--- src/design/assert_macros.svh ---
// Assertion helpers shared by the generator RTL.
`ifndef ASSERT_MACROS_SVH
`define ASSERT_MACROS_SVH

// The consequent must hold in the same cycle as the antecedent.
`define ASSERT_SAME(lbl, clk, rst, ante, cons, msg) \
   lbl: assert property (@(posedge clk) disable iff (rst) (ante) |-> (cons)) else $error(msg);

// The consequent must hold in the cycle after the antecedent.
`define ASSERT_NEXT(lbl, clk, rst, ante, cons, msg) \
   lbl: assert property (@(posedge clk) disable iff (rst) (ante) |=> (cons)) else $error(msg);

`endif

--- src/design/swg_pkg.sv ---
// ----------------------------------------------------------------------------
// swg_pkg
// Shared types, register codes and the arctangent table of the sine generator.
// ----------------------------------------------------------------------------
package swg_pkg;

   // Configuration port.
   localparam int CSR_IDX_W  = 2;
   localparam int CSR_DATA_W = 20;
   localparam logic [CSR_IDX_W-1:0] REG_FREQUENCY = 2'd0;
   localparam logic [CSR_IDX_W-1:0] REG_COMPARE   = 2'd1;

   // Field widths.
   localparam int FREQ_W     = 20;
   localparam int CMP_W      = 16;
   localparam int SAMPLE_W   = 12;
   localparam int POS_OUT_W  = 10;
   localparam int PHASE_W    = 16;
   localparam int XY_W       = 20;
   localparam int Z_W        = 32;
   localparam int STEPS      = 16;

   // Constants of the tone math.
   localparam logic [FREQ_W-1:0] TICK_RATE      = 20'd1000000;
   localparam logic [FREQ_W-1:0] RESET_FREQ     = 20'd1000;
   localparam logic [CMP_W-1:0]  RESET_COMPARE  = 16'd47;
   localparam logic signed [XY_W-1:0] CORDIC_GAIN = 20'sd19898;

   // Back end sequencer states.
   typedef enum logic [1:0] {
      ST_IDLE,
      ST_DIV,
      ST_ROT,
      ST_DONE
   } back_state_type;

   // Arctangent of 2^-k in binary angle units (2^32 per turn).
   function automatic logic signed [Z_W-1:0] atan_turn(input logic [3:0] k);
      logic signed [Z_W-1:0] a;
      case (k)
         4'd0:    a = 32'sh20000000;
         4'd1:    a = 32'sh12E4051E;
         4'd2:    a = 32'sh09FB385B;
         4'd3:    a = 32'sh051111D4;
         4'd4:    a = 32'sh028B0D43;
         4'd5:    a = 32'sh0145D7E1;
         4'd6:    a = 32'sh00A2F61E;
         4'd7:    a = 32'sh00517C55;
         4'd8:    a = 32'sh0028BE53;
         4'd9:    a = 32'sh00145F2F;
         4'd10:   a = 32'sh000A2F98;
         4'd11:   a = 32'sh000517CC;
         4'd12:   a = 32'sh00028BE6;
         4'd13:   a = 32'sh000145F3;
         4'd14:   a = 32'sh0000A2F9;
         default: a = 32'sh0000517C;
      endcase
      return a;
   endfunction

endpackage

--- src/design/swg_fifo.sv ---
// ----------------------------------------------------------------------------
// swg_fifo
// Two-entry queue that carries sample jobs from the front to the back end.
// ----------------------------------------------------------------------------
`include "assert_macros.svh"

module swg_fifo #(
   parameter int DATA_W = 8
) (
   input  logic              clock,
   input  logic              reset,
   input  logic              push,
   input  logic [DATA_W-1:0] push_data,
   output logic              full,
   input  logic              pop,
   output logic [DATA_W-1:0] pop_data,
   output logic              empty
);

   logic [DATA_W-1:0] mem_ff [2];
   logic              wr_ptr_ff, wr_ptr_in;
   logic              rd_ptr_ff, rd_ptr_in;
   logic [1:0]        count_ff, count_in;

   assign full     = (count_ff == 2'd2);
   assign empty    = (count_ff == 2'd0);
   assign pop_data = mem_ff[rd_ptr_ff];

   // Pointer and fill count update.
   always_comb begin
      wr_ptr_in = push ? ~wr_ptr_ff : wr_ptr_ff;
      rd_ptr_in = pop  ? ~rd_ptr_ff : rd_ptr_ff;
      count_in  = count_ff;
      if (push && !pop) begin
         count_in = count_ff + 2'd1;
      end else if (pop && !push) begin
         count_in = count_ff - 2'd1;
      end
   end

   always_ff @(posedge clock) begin
      if (reset) begin
         wr_ptr_ff <= 1'b0;
         rd_ptr_ff <= 1'b0;
         count_ff  <= 2'd0;
      end else begin
         wr_ptr_ff <= wr_ptr_in;
         rd_ptr_ff <= rd_ptr_in;
         count_ff  <= count_in;
      end
   end

   // Entry storage.
   always_ff @(posedge clock) begin
      if (push) begin
         mem_ff[wr_ptr_ff] <= push_data;
      end
   end

   `ASSERT_SAME(a_no_overflow, clock, reset, push, !full, "push into a full queue")
   `ASSERT_SAME(a_no_underflow, clock, reset, pop, !empty, "pop from an empty queue")

endmodule

--- src/design/swg_front.sv ---
// ----------------------------------------------------------------------------
// swg_front
// Takes ticks and register writes, runs the match counter and the sample
// index, and derives the period length with a serial divider.
// ----------------------------------------------------------------------------
`include "assert_macros.svh"

module swg_front #(
   parameter int TABLE_DEPTH = 1024,
   parameter int PW          = 10,
   parameter int NW          = 11
) (
   input  logic                              clock,
   input  logic                              reset,
   input  logic                              req_valid,
   output logic                              req_ready,
   input  logic                              req_run,
   input  logic                              csr_valid,
   output logic                              csr_ready,
   input  logic [swg_pkg::CSR_IDX_W-1:0]     csr_index,
   input  logic [swg_pkg::CSR_DATA_W-1:0]    csr_data,
   output logic                              job_push,
   output logic [PW+NW:0]                    job_data,
   input  logic                              job_full
);

   localparam int RESET_LEN = (TABLE_DEPTH < 1000) ? TABLE_DEPTH : 1000;
   localparam int FW        = swg_pkg::FREQ_W;

   logic [swg_pkg::CMP_W-1:0] cmp_ff, cmp_in;
   logic [swg_pkg::CMP_W-1:0] cnt_ff, cnt_in;
   logic [PW-1:0]             pos_ff, pos_in;
   logic [NW-1:0]             len_ff, len_in;
   logic [FW-1:0]             freq_ff, freq_in;
   logic                      busy_ff, busy_in;
   logic [4:0]                step_ff, step_in;
   logic [FW:0]               rem_ff, rem_in;
   logic [FW-1:0]             quo_ff, quo_in;

   logic          tick;
   logic          wrap;
   logic          csr_go;
   logic [NW-1:0] pos_ext;
   logic [NW-1:0] pos_inc;
   logic [FW:0]   rem_shift;
   logic          fits;
   logic [FW-1:0] quo_full;

   assign req_ready = !busy_ff && !job_full;
   assign csr_ready = !busy_ff;
   assign tick      = req_valid && req_ready && req_run;
   assign wrap      = tick && (cnt_ff >= cmp_ff);
   assign csr_go    = csr_valid && csr_ready;
   assign pos_ext   = NW'(pos_ff);
   assign pos_inc   = pos_ext + NW'(1);

   // A job carries the index, the period length and the end-of-period flag.
   assign job_push = wrap;
   assign job_data = {(pos_inc == len_ff), len_ff, pos_ff};

   // One restoring-division step of the tick rate by the frequency.
   assign rem_shift = {rem_ff[FW-1:0], quo_ff[FW-1]};
   assign fits      = (rem_shift >= {1'b0, freq_ff});
   assign quo_full  = {quo_ff[FW-2:0], fits};

   always_comb begin
      cmp_in  = cmp_ff;
      cnt_in  = cnt_ff;
      pos_in  = pos_ff;
      len_in  = len_ff;
      freq_in = freq_ff;
      busy_in = busy_ff;
      step_in = step_ff;
      rem_in  = rem_ff;
      quo_in  = quo_ff;

      // Match counter and sample index.
      if (tick) begin
         if (wrap) begin
            cnt_in = '0;
            pos_in = (pos_inc >= len_ff) ? '0 : PW'(pos_inc);
         end else begin
            cnt_in = cnt_ff + 1'b1;
         end
      end

      // Period length divider.
      if (busy_ff) begin
         rem_in  = fits ? (rem_shift - {1'b0, freq_ff}) : rem_shift;
         quo_in  = quo_full;
         step_in = step_ff + 5'd1;
         if (step_ff == 5'(FW - 1)) begin
            busy_in = 1'b0;
            if (quo_full > FW'(TABLE_DEPTH)) begin
               len_in = NW'(TABLE_DEPTH);
            end else if (quo_full == '0) begin
               len_in = NW'(1);
            end else begin
               len_in = NW'(quo_full);
            end
         end
      end

      // Register writes restart the counter and the index.
      if (csr_go) begin
         unique case (csr_index)
            swg_pkg::REG_FREQUENCY: begin
               freq_in = csr_data[FW-1:0];
               busy_in = 1'b1;
               step_in = '0;
               rem_in  = '0;
               quo_in  = swg_pkg::TICK_RATE;
               cnt_in  = '0;
               pos_in  = '0;
            end
            swg_pkg::REG_COMPARE: begin
               cmp_in = csr_data[swg_pkg::CMP_W-1:0];
               cnt_in = '0;
               pos_in = '0;
            end
            default: begin
            end
         endcase
      end
   end

   always_ff @(posedge clock) begin
      if (reset) begin
         cmp_ff  <= swg_pkg::RESET_COMPARE;
         cnt_ff  <= '0;
         pos_ff  <= '0;
         len_ff  <= NW'(RESET_LEN);
         busy_ff <= 1'b0;
         step_ff <= '0;
      end else begin
         cmp_ff  <= cmp_in;
         cnt_ff  <= cnt_in;
         pos_ff  <= pos_in;
         len_ff  <= len_in;
         busy_ff <= busy_in;
         step_ff <= step_in;
      end
   end

   always_ff @(posedge clock) begin
      freq_ff <= freq_in;
      rem_ff  <= rem_in;
      quo_ff  <= quo_in;
   end

   `ASSERT_SAME(a_pos_in_period, clock, reset, !busy_ff, pos_ext < len_ff,
                "sample index outside the period")
   `ASSERT_SAME(a_no_tick_when_busy, clock, reset, busy_ff, !tick,
                "tick taken while the period length is being computed")

endmodule

--- src/design/swg_back.sv ---
// ----------------------------------------------------------------------------
// swg_back
// Turns one queued job into a DAC code: phase division, CORDIC rotation,
// quadrant fold and scaling, then holds it in the result register.
// ----------------------------------------------------------------------------
`include "assert_macros.svh"

module swg_back #(
   parameter int PW = 10,
   parameter int NW = 11
) (
   input  logic                            clock,
   input  logic                            reset,
   input  logic                            job_empty,
   input  logic [PW+NW:0]                  job_data,
   output logic                            job_pop,
   output logic                            rsp_valid,
   input  logic                            rsp_ready,
   output logic [swg_pkg::SAMPLE_W-1:0]    rsp_sample,
   output logic [swg_pkg::POS_OUT_W-1:0]   rsp_sample_position,
   output logic                            rsp_period_end
);

   localparam int XW = swg_pkg::XY_W;
   localparam int ZW = swg_pkg::Z_W;

   swg_pkg::back_state_type state_ff, state_in;

   logic [3:0]               step_ff, step_in;
   logic [PW-1:0]            pos_ff, pos_in;
   logic [NW-1:0]            len_ff, len_in;
   logic                     end_ff, end_in;
   logic [NW:0]              rem_ff, rem_in;
   logic [swg_pkg::PHASE_W-1:0] quo_ff, quo_in;
   logic [1:0]               quad_ff, quad_in;
   logic signed [XW-1:0]     x_ff, x_in, y_ff, y_in;
   logic signed [ZW-1:0]     z_ff, z_in;

   logic                     out_valid_ff, out_valid_in;
   logic [swg_pkg::SAMPLE_W-1:0]  sample_ff, sample_in;
   logic [swg_pkg::POS_OUT_W-1:0] opos_ff, opos_in;
   logic                     oend_ff, oend_in;

   logic [NW:0]              rem_shift;
   logic                     fits;
   logic [swg_pkg::PHASE_W-1:0] phase;
   logic signed [XW-1:0]     dx, dy;
   logic signed [XW-1:0]     fold;
   logic signed [15:0]       sat;
   logic [27:0]              scaled;
   logic                     load;

   // Phase division step: index * 2^16 / period, one quotient bit a cycle.
   assign rem_shift = {rem_ff[NW-1:0], 1'b0};
   assign fits      = (rem_shift >= {1'b0, len_ff});
   assign phase     = {quo_ff[swg_pkg::PHASE_W-2:0], fits};

   // CORDIC shifts for the current step.
   assign dx = y_ff >>> step_ff;
   assign dy = x_ff >>> step_ff;

   // Quadrant fold, saturation to Q1.15 and scaling to the DAC range.
   always_comb begin
      case (quad_ff)
         2'd0:    fold = y_ff;
         2'd1:    fold = x_ff;
         2'd2:    fold = -y_ff;
         default: fold = -x_ff;
      endcase
      if (fold > XW'(32767)) begin
         sat = 16'sh7FFF;
      end else if (fold < -XW'(32768)) begin
         sat = -16'sh8000;
      end else begin
         sat = fold[15:0];
      end
      scaled = 28'({~sat[15], sat[14:0]}) * 28'd4095 + 28'd32768;
   end

   assign load = (state_ff == swg_pkg::ST_DONE) && (!out_valid_ff || rsp_ready);

   always_ff @(posedge clock) begin
      if (reset) begin
         state_ff     <= swg_pkg::ST_IDLE;
         out_valid_ff <= 1'b0;
      end else begin
         state_ff     <= state_in;
         out_valid_ff <= out_valid_in;
      end
   end

   // Sequencer: pop, divide, rotate, deliver.
   always_comb begin
      state_in     = state_ff;
      job_pop      = 1'b0;
      step_in      = step_ff;
      pos_in       = pos_ff;
      len_in       = len_ff;
      end_in       = end_ff;
      rem_in       = rem_ff;
      quo_in       = quo_ff;
      quad_in      = quad_ff;
      x_in         = x_ff;
      y_in         = y_ff;
      z_in         = z_ff;
      out_valid_in = out_valid_ff && !rsp_ready;
      sample_in    = sample_ff;
      opos_in      = opos_ff;
      oend_in      = oend_ff;

      unique case (state_ff)
         swg_pkg::ST_IDLE: begin
            if (!job_empty) begin
               job_pop  = 1'b1;
               pos_in   = job_data[PW-1:0];
               len_in   = job_data[PW+NW-1:PW];
               end_in   = job_data[PW+NW];
               rem_in   = (NW+1)'(job_data[PW-1:0]);
               quo_in   = '0;
               step_in  = '0;
               state_in = swg_pkg::ST_DIV;
            end
         end
         swg_pkg::ST_DIV: begin
            rem_in  = fits ? (rem_shift - {1'b0, len_ff}) : rem_shift;
            quo_in  = phase;
            step_in = step_ff + 4'd1;
            if (step_ff == 4'(swg_pkg::STEPS - 1)) begin
               quad_in  = phase[15:14];
               x_in     = swg_pkg::CORDIC_GAIN;
               y_in     = '0;
               z_in     = {2'b00, phase[13:0], 16'h0000};
               step_in  = '0;
               state_in = swg_pkg::ST_ROT;
            end
         end
         swg_pkg::ST_ROT: begin
            if (!z_ff[ZW-1]) begin
               x_in = x_ff - dx;
               y_in = y_ff + dy;
               z_in = z_ff - swg_pkg::atan_turn(step_ff);
            end else begin
               x_in = x_ff + dx;
               y_in = y_ff - dy;
               z_in = z_ff + swg_pkg::atan_turn(step_ff);
            end
            step_in = step_ff + 4'd1;
            if (step_ff == 4'(swg_pkg::STEPS - 1)) begin
               state_in = swg_pkg::ST_DONE;
            end
         end
         swg_pkg::ST_DONE: begin
            if (load) begin
               out_valid_in = 1'b1;
               sample_in    = scaled[27:16];
               opos_in      = swg_pkg::POS_OUT_W'(pos_ff);
               oend_in      = end_ff;
               state_in     = swg_pkg::ST_IDLE;
            end
         end
         default: begin
            state_in = swg_pkg::ST_IDLE;
         end
      endcase
   end

   always_ff @(posedge clock) begin
      step_ff   <= step_in;
      pos_ff    <= pos_in;
      len_ff    <= len_in;
      end_ff    <= end_in;
      rem_ff    <= rem_in;
      quo_ff    <= quo_in;
      quad_ff   <= quad_in;
      x_ff      <= x_in;
      y_ff      <= y_in;
      z_ff      <= z_in;
      sample_ff <= sample_in;
      opos_ff   <= opos_in;
      oend_ff   <= oend_in;
   end

   assign rsp_valid           = out_valid_ff;
   assign rsp_sample          = sample_ff;
   assign rsp_sample_position = opos_ff;
   assign rsp_period_end      = oend_ff;

   `ASSERT_NEXT(a_pop_starts_divide, clock, reset, job_pop, state_ff == swg_pkg::ST_DIV,
                "job popped without starting the phase division")
   `ASSERT_SAME(a_pop_only_idle, clock, reset, job_pop, state_ff == swg_pkg::ST_IDLE,
                "job popped while a sample is in progress")

endmodule

--- src/design/sine_table_waveform_generator_core.sv ---
// ----------------------------------------------------------------------------
// sine_table_waveform_generator_core
// Tick-driven sine generator: a match counter paces DAC samples of one period.
// ----------------------------------------------------------------------------
// The block accepts one tick per cycle while its two-entry job queue has room
// and no period-length divide is running. Each counter wrap queues one sample
// job; the back end works on one job at a time: it takes the job, runs the
// phase division and 16 CORDIC steps, then loads the result register once the
// previous result is taken. When wraps come faster than that, the queue fills
// and ticks stall. A frequency write starts a serial divide for the period
// length, during which ticks and further writes wait.

module sine_table_waveform_generator_core #(
   parameter int TABLE_DEPTH = 1024
) (
   input  logic                            clock,
   input  logic                            reset,
   input  logic                            req_valid,
   output logic                            req_ready,
   input  logic                            req_run,
   output logic                            rsp_valid,
   input  logic                            rsp_ready,
   output logic [swg_pkg::SAMPLE_W-1:0]    rsp_sample,
   output logic [swg_pkg::POS_OUT_W-1:0]   rsp_sample_position,
   output logic                            rsp_period_end,
   input  logic                            csr_valid,
   output logic                            csr_ready,
   input  logic [swg_pkg::CSR_IDX_W-1:0]   csr_index,
   input  logic [swg_pkg::CSR_DATA_W-1:0]  csr_data
);

   localparam int PW = $clog2(TABLE_DEPTH);
   localparam int NW = $clog2(TABLE_DEPTH + 1);

   logic             job_push;
   logic [PW+NW:0]   job_in;
   logic             job_full;
   logic             job_pop;
   logic [PW+NW:0]   job_out;
   logic             job_empty;

   // Front: tick counting, index and period length.
   swg_front #(
      .TABLE_DEPTH (TABLE_DEPTH),
      .PW          (PW),
      .NW          (NW)
   ) u_front (
      .clock     (clock),
      .reset     (reset),
      .req_valid (req_valid),
      .req_ready (req_ready),
      .req_run   (req_run),
      .csr_valid (csr_valid),
      .csr_ready (csr_ready),
      .csr_index (csr_index),
      .csr_data  (csr_data),
      .job_push  (job_push),
      .job_data  (job_in),
      .job_full  (job_full)
   );

   // Job queue between the two halves.
   swg_fifo #(
      .DATA_W (PW + NW + 1)
   ) u_fifo (
      .clock     (clock),
      .reset     (reset),
      .push      (job_push),
      .push_data (job_in),
      .full      (job_full),
      .pop       (job_pop),
      .pop_data  (job_out),
      .empty     (job_empty)
   );

   // Back: sine computation and result register.
   swg_back #(
      .PW (PW),
      .NW (NW)
   ) u_back (
      .clock               (clock),
      .reset               (reset),
      .job_empty           (job_empty),
      .job_data            (job_out),
      .job_pop             (job_pop),
      .rsp_valid           (rsp_valid),
      .rsp_ready           (rsp_ready),
      .rsp_sample          (rsp_sample),
      .rsp_sample_position (rsp_sample_position),
      .rsp_period_end      (rsp_period_end)
   );

endmodule
--- config.mk ---
export PLATFORM = sky130hd
export DESIGN_NAME = sine_table_waveform_generator_core
export DESIGN_NICKNAME = d
export VERILOG_FILES = /design/src/design/swg_pkg.sv /design/src/design/swg_fifo.sv /design/src/design/swg_front.sv /design/src/design/swg_back.sv /design/src/design/sine_table_waveform_generator_core.sv
export VERILOG_INCLUDE_DIRS = /design/src /design/src/design
export SDC_FILE = /design/constraint.sdc
export NUM_CORES = 1
export LEC_CHECK = 0
export BUFFER_PORTS_ARGS = -buffer_cell sky130_fd_sc_hd__buf_2
export CAP_MARGIN = 10
export CELL_PAD_IN_SITES_DETAIL_PLACEMENT = 1
export CELL_PAD_IN_SITES_GLOBAL_PLACEMENT = 1
export CORE_MARGIN = 2
export CORE_UTILIZATION = 48
export DETAILED_ROUTE_END_ITERATION = 7
export GPL_TIMING_DRIVEN = 0
export PLACE_DENSITY_LB_ADDON = 0.2
export RECOVER_POWER = 25
export SLEW_MARGIN = 20
export SYNTH_ARGS = -nofsm -noshare
export SYNTH_HDL_FRONTEND = slang
export SYNTH_HIERARCHICAL = 1
export SYNTH_SLANG_ARGS = --single-unit
export TNS_END_PERCENT = 30
--- constraint.sdc ---
create_clock -name clock -period 22.8 [get_ports clock]
set_input_delay 4.56 -clock clock [delete_from_list [all_inputs] [get_ports clock]]
set_output_delay 4.56 -clock clock [all_outputs]
set_load 0.02 [all_outputs]
# Yosys cells after proc, flatten, opt, wreduce, memory -nomap -nowiden
# Memories as Yosys holds them, arrays and structs flattened. A register that Yosys moved wholly into a read port is not among the register bits.
# Index checks and enable logic that the tools add are counted.
[op_classes] magnitude_cmp=7 bitwise=4 add_sub_neg=17 shift=2 reduce_logical=36 mux=66 n_mul=1 div=0 n_eq_ne=14
[ops] cell="$mux 32" n=6
[ops] cell="$mux 20" n=7
[ops] cell="$mux 16" n=6
[ops] cell="$mux 21" n=4
[ops] cell="$pmux 20 s2" n=2
[ops] cell="$pmux 32 s2" n=1
[ops] cell="$pmux 20 s3" n=1
[ops] cell="$mux 10" n=5
[ops] cell="$mux 11" n=4
[ops] cell="$add 20x20->20" n=2
[ops] cell="$neg 20->20" n=2
[ops] cell="$sshr 20x4->20" n=2
[ops] cell="$sub 20x20->20" n=2
[ops] cell="$add 32x32->32" n=1
[ops] cell="$sub 32x32->32" n=1
[ops] cell="$pmux 15 s2" n=1
[ops] cell="$add 28x16->28 const B" n=1
[ops] cell="$mul 16x12->28 const B" n=1
[ops] cell="$pmux 11 s2" n=1
[ops] cell="$ge 21x20->1" n=1
[ops] cell="$sub 21x20->21" n=1
[ops] cell="$gt 20x11->1 const B" n=1
[ops] cell="$gt 20x16->1 const B" n=1
[ops] cell="$logic_not 20->1" n=1
[ops] cell="other kinds (35)" n=92
[totals] n_memories=3 reg_bits=276 in_bits=28 rom_bits=960 latch_bits=0 ram_bits=44
[memory_table] memory="(no name shown)" depth=16 word_bits=30 rd=1 rd_ports_with_merged_regs=1 write_ports=0 line_no="swg_pkg.sv:40" source="case (k)"
[memory_table] memory="(no name shown)" depth=16 word_bits=30 rd=1 rd_ports_with_merged_regs=1 write_ports=0 line_no="swg_pkg.sv:40"
[memory_table] memory="u_fifo.mem_ff" depth=2 word_bits=22 rd=1 rd_ports_with_merged_regs=1 write_ports=1 line_no="swg_fifo.sv:20" source="logic [DATA_W-1:0] mem_ff [2];"

# Longest topological paths before layout
# Gate-level depths: netlist (run 1).
[logic_depth] ltp_word=10 mapped_depth=33 ltp_nobuf=31

# Modules after synthesis
# The synthesis (run 1) kept the hierarchy.
[modules_own_cells] module="swg_back" instances=1 cells_per_inst=2026 area_each_um2=19022.0
[modules_own_cells] module="swg_front" instances=1 cells_per_inst=752 area_each_um2=6458.7
[modules_own_cells] module="swg_fifo" instances=1 cells_per_inst=90 area_each_um2=1786.7

# Worst setup path after synthesis (run 1)
# OpenSTA, ideal clock, no wires.
[synth_timing] path_type="reg2reg" start="register u_back.x_ff[11]" end="register u_back.sample_ff (netlist bit u_back/rsp_sample[11]) (data pin)" stages_incl_launch_ff=30 setup_time_ns=0.260 t_arrival_ns=7.892 path_slack_ns=14.648 path_cell_list="edfxtp_1 -> or3_1 -> or4_1 -> or3_1 -> o31ai_1 -> xnor2_1 -> a21oi_1 -> a41o_1 -> buf_2 -> buf_2 -> a31oi_1 -> inv_1 -> fa_1 -> inv_1 -> fa_1 -> inv_1 -> fa_1 -> fa_1 -> inv_1 -> fa_1 -> inv_1 -> ha_1 -> and4_1 -> a221o_1 -> o2111ai_1 -> a211oi_1 -> o31ai_1 -> nand2b_1 -> a21oi_1 -> xnor2_1"
[synth_between] elab_chain_len=8
[synth_rtl] element="from (decl)" line_no="swg_back.sv:36" source="logic signed [XW-1:0] x_ff, x_in, y_ff, y_in;"
[synth_rtl] element="from (signal assigned)" line_no="swg_back.sv:175" source="x_ff <= x_in;"
[synth_rtl] element="$neg 20->20" line_no="swg_back.sv:68" source="default: fold = -x_ff;"
[synth_rtl] element="$pmux 20 s3 (*)" line_no="swg_back.sv:64" source="case (quad_ff)"
[synth_rtl] element="$lt 20x16->1" line_no="swg_back.sv:72" source="end else if (fold < -XW'(32768)) begin"
[synth_rtl] element="$mux 16" line_no="swg_back.sv:72"
[synth_rtl] element="$mux 16 (*)" line_no="swg_back.sv:70" source="if (fold > XW'(32767)) begin"
[synth_rtl] element="$not 1->1" line_no="swg_back.sv:77" source="scaled = 28'({~sat[15], sat[14:0]}) * 28'd4095 + 28'd32768;"
[synth_rtl] element="$mul 16x12->28 (*)" line_no="swg_back.sv:77"
[synth_rtl] element="$add 28x16->28 (*)" line_no="swg_back.sv:77"
[synth_rtl] element="via u_back.scaled[27]" line_no="swg_back.sv:50" source="logic [27:0] scaled;"
[synth_rtl] element="to (signal assigned)" line_no="swg_back.sv:178" source="sample_ff <= sample_in;"
[synth_rtl] element="to (decl)" line_no="swg_back.sv:40" source="logic [swg_pkg::SAMPLE_W-1:0] sample_ff, sample_in;"
# Mark *: on every way through the listed nets, which the timed path passes. The rest lies on a longest branch.
# A chain may end at the register's enable or synchronous reset.

# Worst setup path after layout (run 1)
# Same ends and word-level chain as after synthesis.

==> results of run 1 <==
path summary, 6_finish.rpt:
| path | slack [ns] | start | cells past startpoint | endpoint |
|---|---|---|---|---|
| min | 0.42 | u_back/pos_ff[5] | 0 | u_back/rsp_sample_position[5] |
| max reg2reg | 13.25 | u_back/x_ff[11] | 30 | u_back/rsp_sample[11] |
| max | 13.25 | u_back/x_ff[11] | 30 | u_back/rsp_sample[11] |
| min reg2reg | 0.42 | u_back/pos_ff[5] | 0 | u_back/rsp_sample_position[5] |
state kept, by name (all words and copies together) (netlist names), 11 cells and up, named ones only:
name and count:
u_back/rem_ff 11, u_front/freq_ff 20, u_back/z_ff 32, u_back/quo_ff 15, u_back/len_ff 11, u_back/rsp_sample 12, u_fifo/mem_ff 44, u_back/y_ff 20
u_front/rem_ff 20, u_front/cmp_ff 16, u_front/len_ff 11, u_front/cnt_ff 16, u_front/quo_ff 20, u_back/x_ff 20
cell families (layout without fill, tap and decap cells):
| kind of cell | after synthesis | after routing | share of synthesized area, % |
|---|---|---|---|
| compound gates | 642 | 642 | 14.9 |
| xor+xnor | 217 | 217 | 6.97 |
| fa+ha+maj | 324 | 324 | 17.6 |
| buf+inv | 381 | 517 | 5.49 |
| flops | 350 | 350 | 33.5 |
| mux | 163 | 163 | 7.29 |
| simple gates | 791 | 791 | 14.2 |
cell usage after synthesis, types with 32 or more instances:
library cell and number:
edfxtp_1 213, nand2_1 208, mux2_2 62, nor2_1 201, nand3_1 55, inv_1 260, a21o_1 37, clkbuf_1 76
xor2_1 120, mux2i_1 73, a21oi_1 195, nor3_1 53, ha_1 223, fa_1 101, xnor2_1 97, o21a_1 32
nor2b_1 34, nand2b_1 43, o21ai_0 148, dfxtp_1 137, and2_1 65
through the flow:
stage	utilization (%)	setup WS [ns]
after floorplan	-	14.65
after CTS	53.4	13.37
final	53.3	13.25
after detailed placement	50.8	13.42
after global routing	53.3	12.69
after global placement	50.6	13.58
worst max-delay path, delay by kind of cell (launching register included):
| kind | cells | cell delay [ns] |
|---|---|---|
| adder cells (fa/ha/maj) | 6 | 3.12 |
| AO/OA/AOI/OAI | 10 | 2.62 |
| AND/OR/NAND/NOR | 5 | 1.71 |
| buffers and inverters | 7 | 0.91 |
| flip-flops | 1 | 0.60 |
| XOR/XNOR | 2 | 0.29 |
layout make-up:
type                            count  share of cell area, %
Clock buffer                       57                   4.03
Timing Repair Buffer               56                   1.08
Tap cell                          756                   3.15
Buffer                            116                   1.66
Inverter                          265                   3.31
Sequential cell                   350                   30.4
Clock inverter                     23                  0.850
Multi-Input combinational cell   2137                   55.5
metal layers:
layer	GRT usage [%]	wire length, um	vias up
li1	-	-	10400
met1	36.0	35900	10900
met2	46.9	38600	428
met3	3.25	3410	130
met4	8.22	2210	0
met5	0	0	-
layout by cell type, fill, tap and decap left out, types with 10 or more instances in the layout:
cell / count
a211oi_1: 19
a21o_1: 37
a21oi_1: 195
a31oi_1: 28
and2_0: 11
and2_1: 54
and3_1: 31
buf_2: 76
clkbuf_1: 89
clkbuf_16: 45
dfxtp_1: 137
edfxtp_1: 213
fa_1: 101
ha_1: 223
inv_1: 260
mux2_1: 15
mux2_2: 51
mux2i_1: 73
mux4_2: 21
nand2_1: 208
nand2b_1: 43
nand3_1: 55
nand4_1: 17
nor2_1: 201
nor2b_1: 32
nor3_1: 53
nor3b_1: 10
nor4_1: 15
o211ai_1: 22
o21a_1: 32
o21ai_0: 148
o21ai_1: 15
o31ai_1: 22
or3_1: 17
xnor2_1: 97
xor2_1: 120
==> reports/results.txt, run 1 <==
Top_reg_cell synth = edfxtp_1
CTS buffer count = 43
Post-synth EDFFs = 213
Nets = 3321
Post-synth ARST share = 0%
Final hold vios = 0
Vias in the first global route = 23300
First-pass GRT wire length = 129000 um
CP arrival = 9.89 ns
DRT Wirelength = 80100 um
DR pass1 iterations = 5
Worst Path Required = 23.14 ns
Die X = 242 um
Die Y = 242 um
Initial antenna violation count = 0
H-tree depth = 2
Fin crit period = 9.55 ns
Final period util = 41.9%
Hold crit path type = reg -> reg
Worst-path maximum fanout = 10
Yosys top cell area share = 23.5%
CP peak stage delay = 0.69 ns
Fin. max-slew vios = 25
Seq/Total Area, Yosys = 33.5%
Clock Sinks = 350
Crit. End Element = register
GRT Total Usage = 27.3%
Final hold slack = 0.421 ns
DP Area = 0.0286 mm^2
Layout cells sized above 1 = 8.85%
Initial Util = 48.5%
# rows = 87
Seq. cell area = 0.00914 mm^2
Yosys cell types = 92
Post-route cell area = 0.0300 mm^2
Count of input and output buffers = 53
Inserted Diodes = 0
Setup bufs post-CTS = 0
Initial DRC count = 1237
Fillers = 6438
Via count = 21800
Area of the multi-input gates = 0.0167 mm^2
GRT overflow = 0
Cell area after synthesis = 0.0273 mm^2
Core Box Area = 0.0563 mm^2
Area growth syn-to-layout = 10.1%
Drt wl/cell = 21.3 um
Io pins = 54
Clock Tree Buf Depth = 3
Rel. slew slack = -62.2%
Dpl cells = 3680
Cts hold-fix bufs = 0
Cells after Synth = 2868
Finished Layout Cells = 3760
Vias per cell = 5.79
Synthesized area per cell = 9.51 um^2
DP HPWL = 61000 um
Top post-synthesis cells by area = edfxtp_1 23%, ha_1 10%, dfxtp_1 10%
Worst-Skew Late Latency = 0.61 ns
Critical path class = reg -> reg
Worst-path clk slew = 0.06 ns
FF+latch count, synth = 350
Max_cap viols = 1
FMAX = 105 MHz
Clock root cell = clkbuf_16
Post-CTS sizing = 0
Largest net degree at the start of global routing = 49
Crit-path slowest cell = fa_1
Die area = 0.0587 mm^2
RSZ-0062 raised after global routing = false
Area leader, netlist = edfxtp_1
Residual DRC = 0
Clock Skew = 0.0378 ns
Post-Syn Nets = 3220
CP startpoint kind = register
Worst Tran Pin Value = 2.43 ns
CTS tree = done
GP Congestion = 0.931
Setup violators final = 0
Failing checks = capacitance limit, slew limit
Setup TNS = 0 ns
Outcome = complete, but fails checks
Yosys warns = 6
DRT antenna net count = 0
Power of run 1 is not shown: default switching activity piles up to over one toggle a cycle in this logic, so the estimate is an artifact.
==> run 2: changes to the inputs <==
--- a/config.mk
+++ b/config.mk
@@ -6,12 +6,13 @@
 export SDC_FILE = /design/constraint.sdc
 export NUM_CORES = 1
 export LEC_CHECK = 0
+export ABC_AREA = 1
 export BUFFER_PORTS_ARGS = -buffer_cell sky130_fd_sc_hd__buf_2
 export CAP_MARGIN = 10
 export CELL_PAD_IN_SITES_DETAIL_PLACEMENT = 1
 export CELL_PAD_IN_SITES_GLOBAL_PLACEMENT = 1
 export CORE_MARGIN = 2
-export CORE_UTILIZATION = 48
+export CORE_UTILIZATION = 44
 export DETAILED_ROUTE_END_ITERATION = 7
 export GPL_TIMING_DRIVEN = 0
 export PLACE_DENSITY_LB_ADDON = 0.2
==> constraint.sdc (replaced) <==
create_clock -name clock -period 7.95 [get_ports clock]
set_input_delay 1.59 -clock clock [delete_from_list [all_inputs] [get_ports clock]]
set_output_delay 1.59 -clock clock [all_outputs]
set_load 0.02 [all_outputs]
==> run 2 against run 1 <==
Compared with the run above: synthesized cell count is 31% higher; die area is 14% higher; hold slack worse by 0.0012 ns; highest routed layer is now met5; wire length is 11% higher; register-to-register slack worse by 13 ns; core utilization is 4.1 points lower; global-route usage is 0.64 points lower; the run still ends with capacitance limit, slew limit left; clock skew is 0.021 ns lower; count of clock-buffer cells in the layout is 9 lower; worst setup slack worse by 13 ns.
==> reports/results.txt, run 2 <==
H-tree depth = 2
Worst Path Required = 8.28 ns
Yosys cell types = 66
Drt wl/cell = 18.7 um
Nets = 4227
CTS buffer count = 40
Fin crit period = 7.51 ns
Seq/Total Area, Yosys = 32.0%
Die Y = 259 um
Cells after Synth = 3748
FF-to-FF Start = u_back/y_ff[1]
Io pins = 54
First-pass GRT wire length = 144000 um
Die area = 0.0670 mm^2
FMAX = 133 MHz
Largest net degree at the start of global routing = 30
Clock root cell = clkbuf_16
Area leader, netlist = edfxtp_1
Failing checks = capacitance limit, slew limit
Top post-synthesis cells by area = edfxtp_1 22%, nand2_1 11%, ha_1 9.8%
Cell area after synthesis = 0.0286 mm^2
Crit. End Element = register
Final period util = 94.4%
Initial Util = 44.4%
Initial DRC count = 1505
Post-Syn Nets = 4100
Clock Tree Buf Depth = 3
Max reg flops = 44
Inserted Diodes = 0
Cell depth of the worst setup path = 34
Commonest non-fill, non-tap cell in the layout = nand2_1
CP delay by family, top = adder cells
Final hold slack = 0.420 ns
Biggest register = u_fifo/mem_ff
CP arrival = 7.84 ns
DP Area = 0.0301 mm^2
CP peak stage delay = 0.59 ns
Post-layout util = 49.3%
Post-route cell area = 0.0317 mm^2
Worst Tran Pin Value = 2.07 ns
Crit-path slowest cell = fa_1
Vias in the first global route = 27100
Worst-path maximum fanout = 10
Via count = 25900
Clock Sinks = 350
Setup violators final = 0
Commonest cells in the netlist = 831 x nand2_1, 572 x inv_1, 317 x nand3_1, 275 x nor2_1, 249 x a21oi_1
Hold crit path type = reg -> reg
Max_cap viols = 1
Core Box Area = 0.0643 mm^2
Post-synth EDFFs = 213
Hold path start = u_back/end_ff
Critical path class = reg -> reg
Layout cells sized above 1 = 8.04%
CTS tree = done
Worst path bufs/invs = 7
Yosys top cell area share = 22.4%
WHS Path Cells = 0
DP HPWL = 71200 um
FF+latch count, synth = 350
Fin. max-slew vios = 25
Final hold vios = 0
Top_reg_cell synth = edfxtp_1
Vias per cell = 5.44
Worst setup startpoint = u_back/y_ff[1]
GRT overflow = 0
Residual DRC = 0
Top-count cell post-synth = nand2_1
Worst-path clk slew = 0.07 ns
Most frequent cells in the layout = 829 x nand2_1, 568 x inv_1, 317 x nand3_1
Rel. slew slack = -38.3%
Largest regs = u_fifo/mem_ff: 44 flops, u_back/z_ff: 32 flops
Post-synth ARST share = 0%
Area growth syn-to-layout = 11.0%
Reg2reg path depth = 34
DRT antenna net count = 0
Worst-Skew Late Latency = 0.58 ns
CP startpoint kind = register
Clock Skew = 0.0166 ns
Initial antenna violation count = 1
# rows = 93
Outcome = complete, but fails checks
DR pass1 iterations = 5
Synthesized area per cell = 7.62 um^2
DRT Wirelength = 89000 um
Crit path top cell by count = inv_1
GP Congestion = 0.968
Die X = 259 um
Yosys warns = 6
Count of input and output buffers = 53
GRT Total Usage = 26.7%
==> run 2: cell types whose count changed in the layout (fill, tap and decap cells not counted), sizes merged, moves of 64 or more <==
cell / previous run / this run
nor2: 201 / 288
nand2: 208 / 858
mux2i: 73 / 0
o21ai: 163 / 246
and2: 67 / 3
inv: 269 / 594
nand3: 56 / 328
==> run 2: final cells by class <==
| type | count | area, um^2 |
|---|---|---|
| Fill cell | 8112 | 32600 |
| Multi-Input combinational cell | 2714 | 16800 |
| Sequential cell | 350 | 9140 |
| Inverter | 593 | 2230 |
| Clock buffer | 48 | 1090 |
| Tap cell | 855 | 1070 |
| Timing Repair Buffer | 85 | 584 |
| Buffer | 91 | 462 |
| Clock inverter | 26 | 317 |
==> run 2: final timing paths <==
kind	endpoint	slack [ns]
hold reg to reg	u_back/rsp_period_end	0.42
setup / recovery	u_back/rsp_sample[6]	0.44
setup reg to reg	u_back/rsp_sample[6]	0.44
hold / removal	u_back/rsp_period_end	0.42
==> run 2: layer usage <==
metal | GRT usage, % | share of wire, % | up-vias
li1 | - | - | 12700
met1 | 34.2 | 45 | 12600
met2 | 47.7 | 49 | 453
met3 | 2.81 | 3.5 | 137
met4 | 7.10 | 2.7 | 2
met5 | 0 | 0.013 | -
==> run 2: per-stage QoR <==
stage | setup TNS (ns) | cells | setup WS [ns]
after floorplan | 0 | 3748 | 1.13
after global routing | -0.0550 | 4762 | -0.0351
after global placement | 0 | 4656 | 0.0911
after detailed placement | -0.136 | 4663 | -0.0409
after CTS | 0 | 4737 | 0.0796
final | 0 | 4762 | 0.444
==> run 2: logic make-up (layout without fill, tap and decap cells) <==
| group | Yosys count | after routing | synth area share (%) |
|---|---|---|---|
| adders and majority gates | 324 | 324 | 16.8 |
| DFF | 350 | 350 | 32.0 |
| AOI/OAI and AO/OA | 636 | 636 | 12.6 |
| muxes | 22 | 22 | 0.867 |
| buffers and inverters | 684 | 843 | 9.48 |
| and+or+nand+nor | 1617 | 1617 | 24.7 |
| xor gates and xnor gates | 115 | 115 | 3.53 |
==> run 2: what timing repair did <==
| action | in CTS | in global routing |
|---|---|---|
| pin swaps | 0 | 3 |
| resized for setup | 2 | 21 |
| endpoints found under the setup margin | 5 | 11 |
| buffers inserted | 0 | 25 |
| hold buffers | 0 | 0 |
Power of run 2 is left out for the same reason.
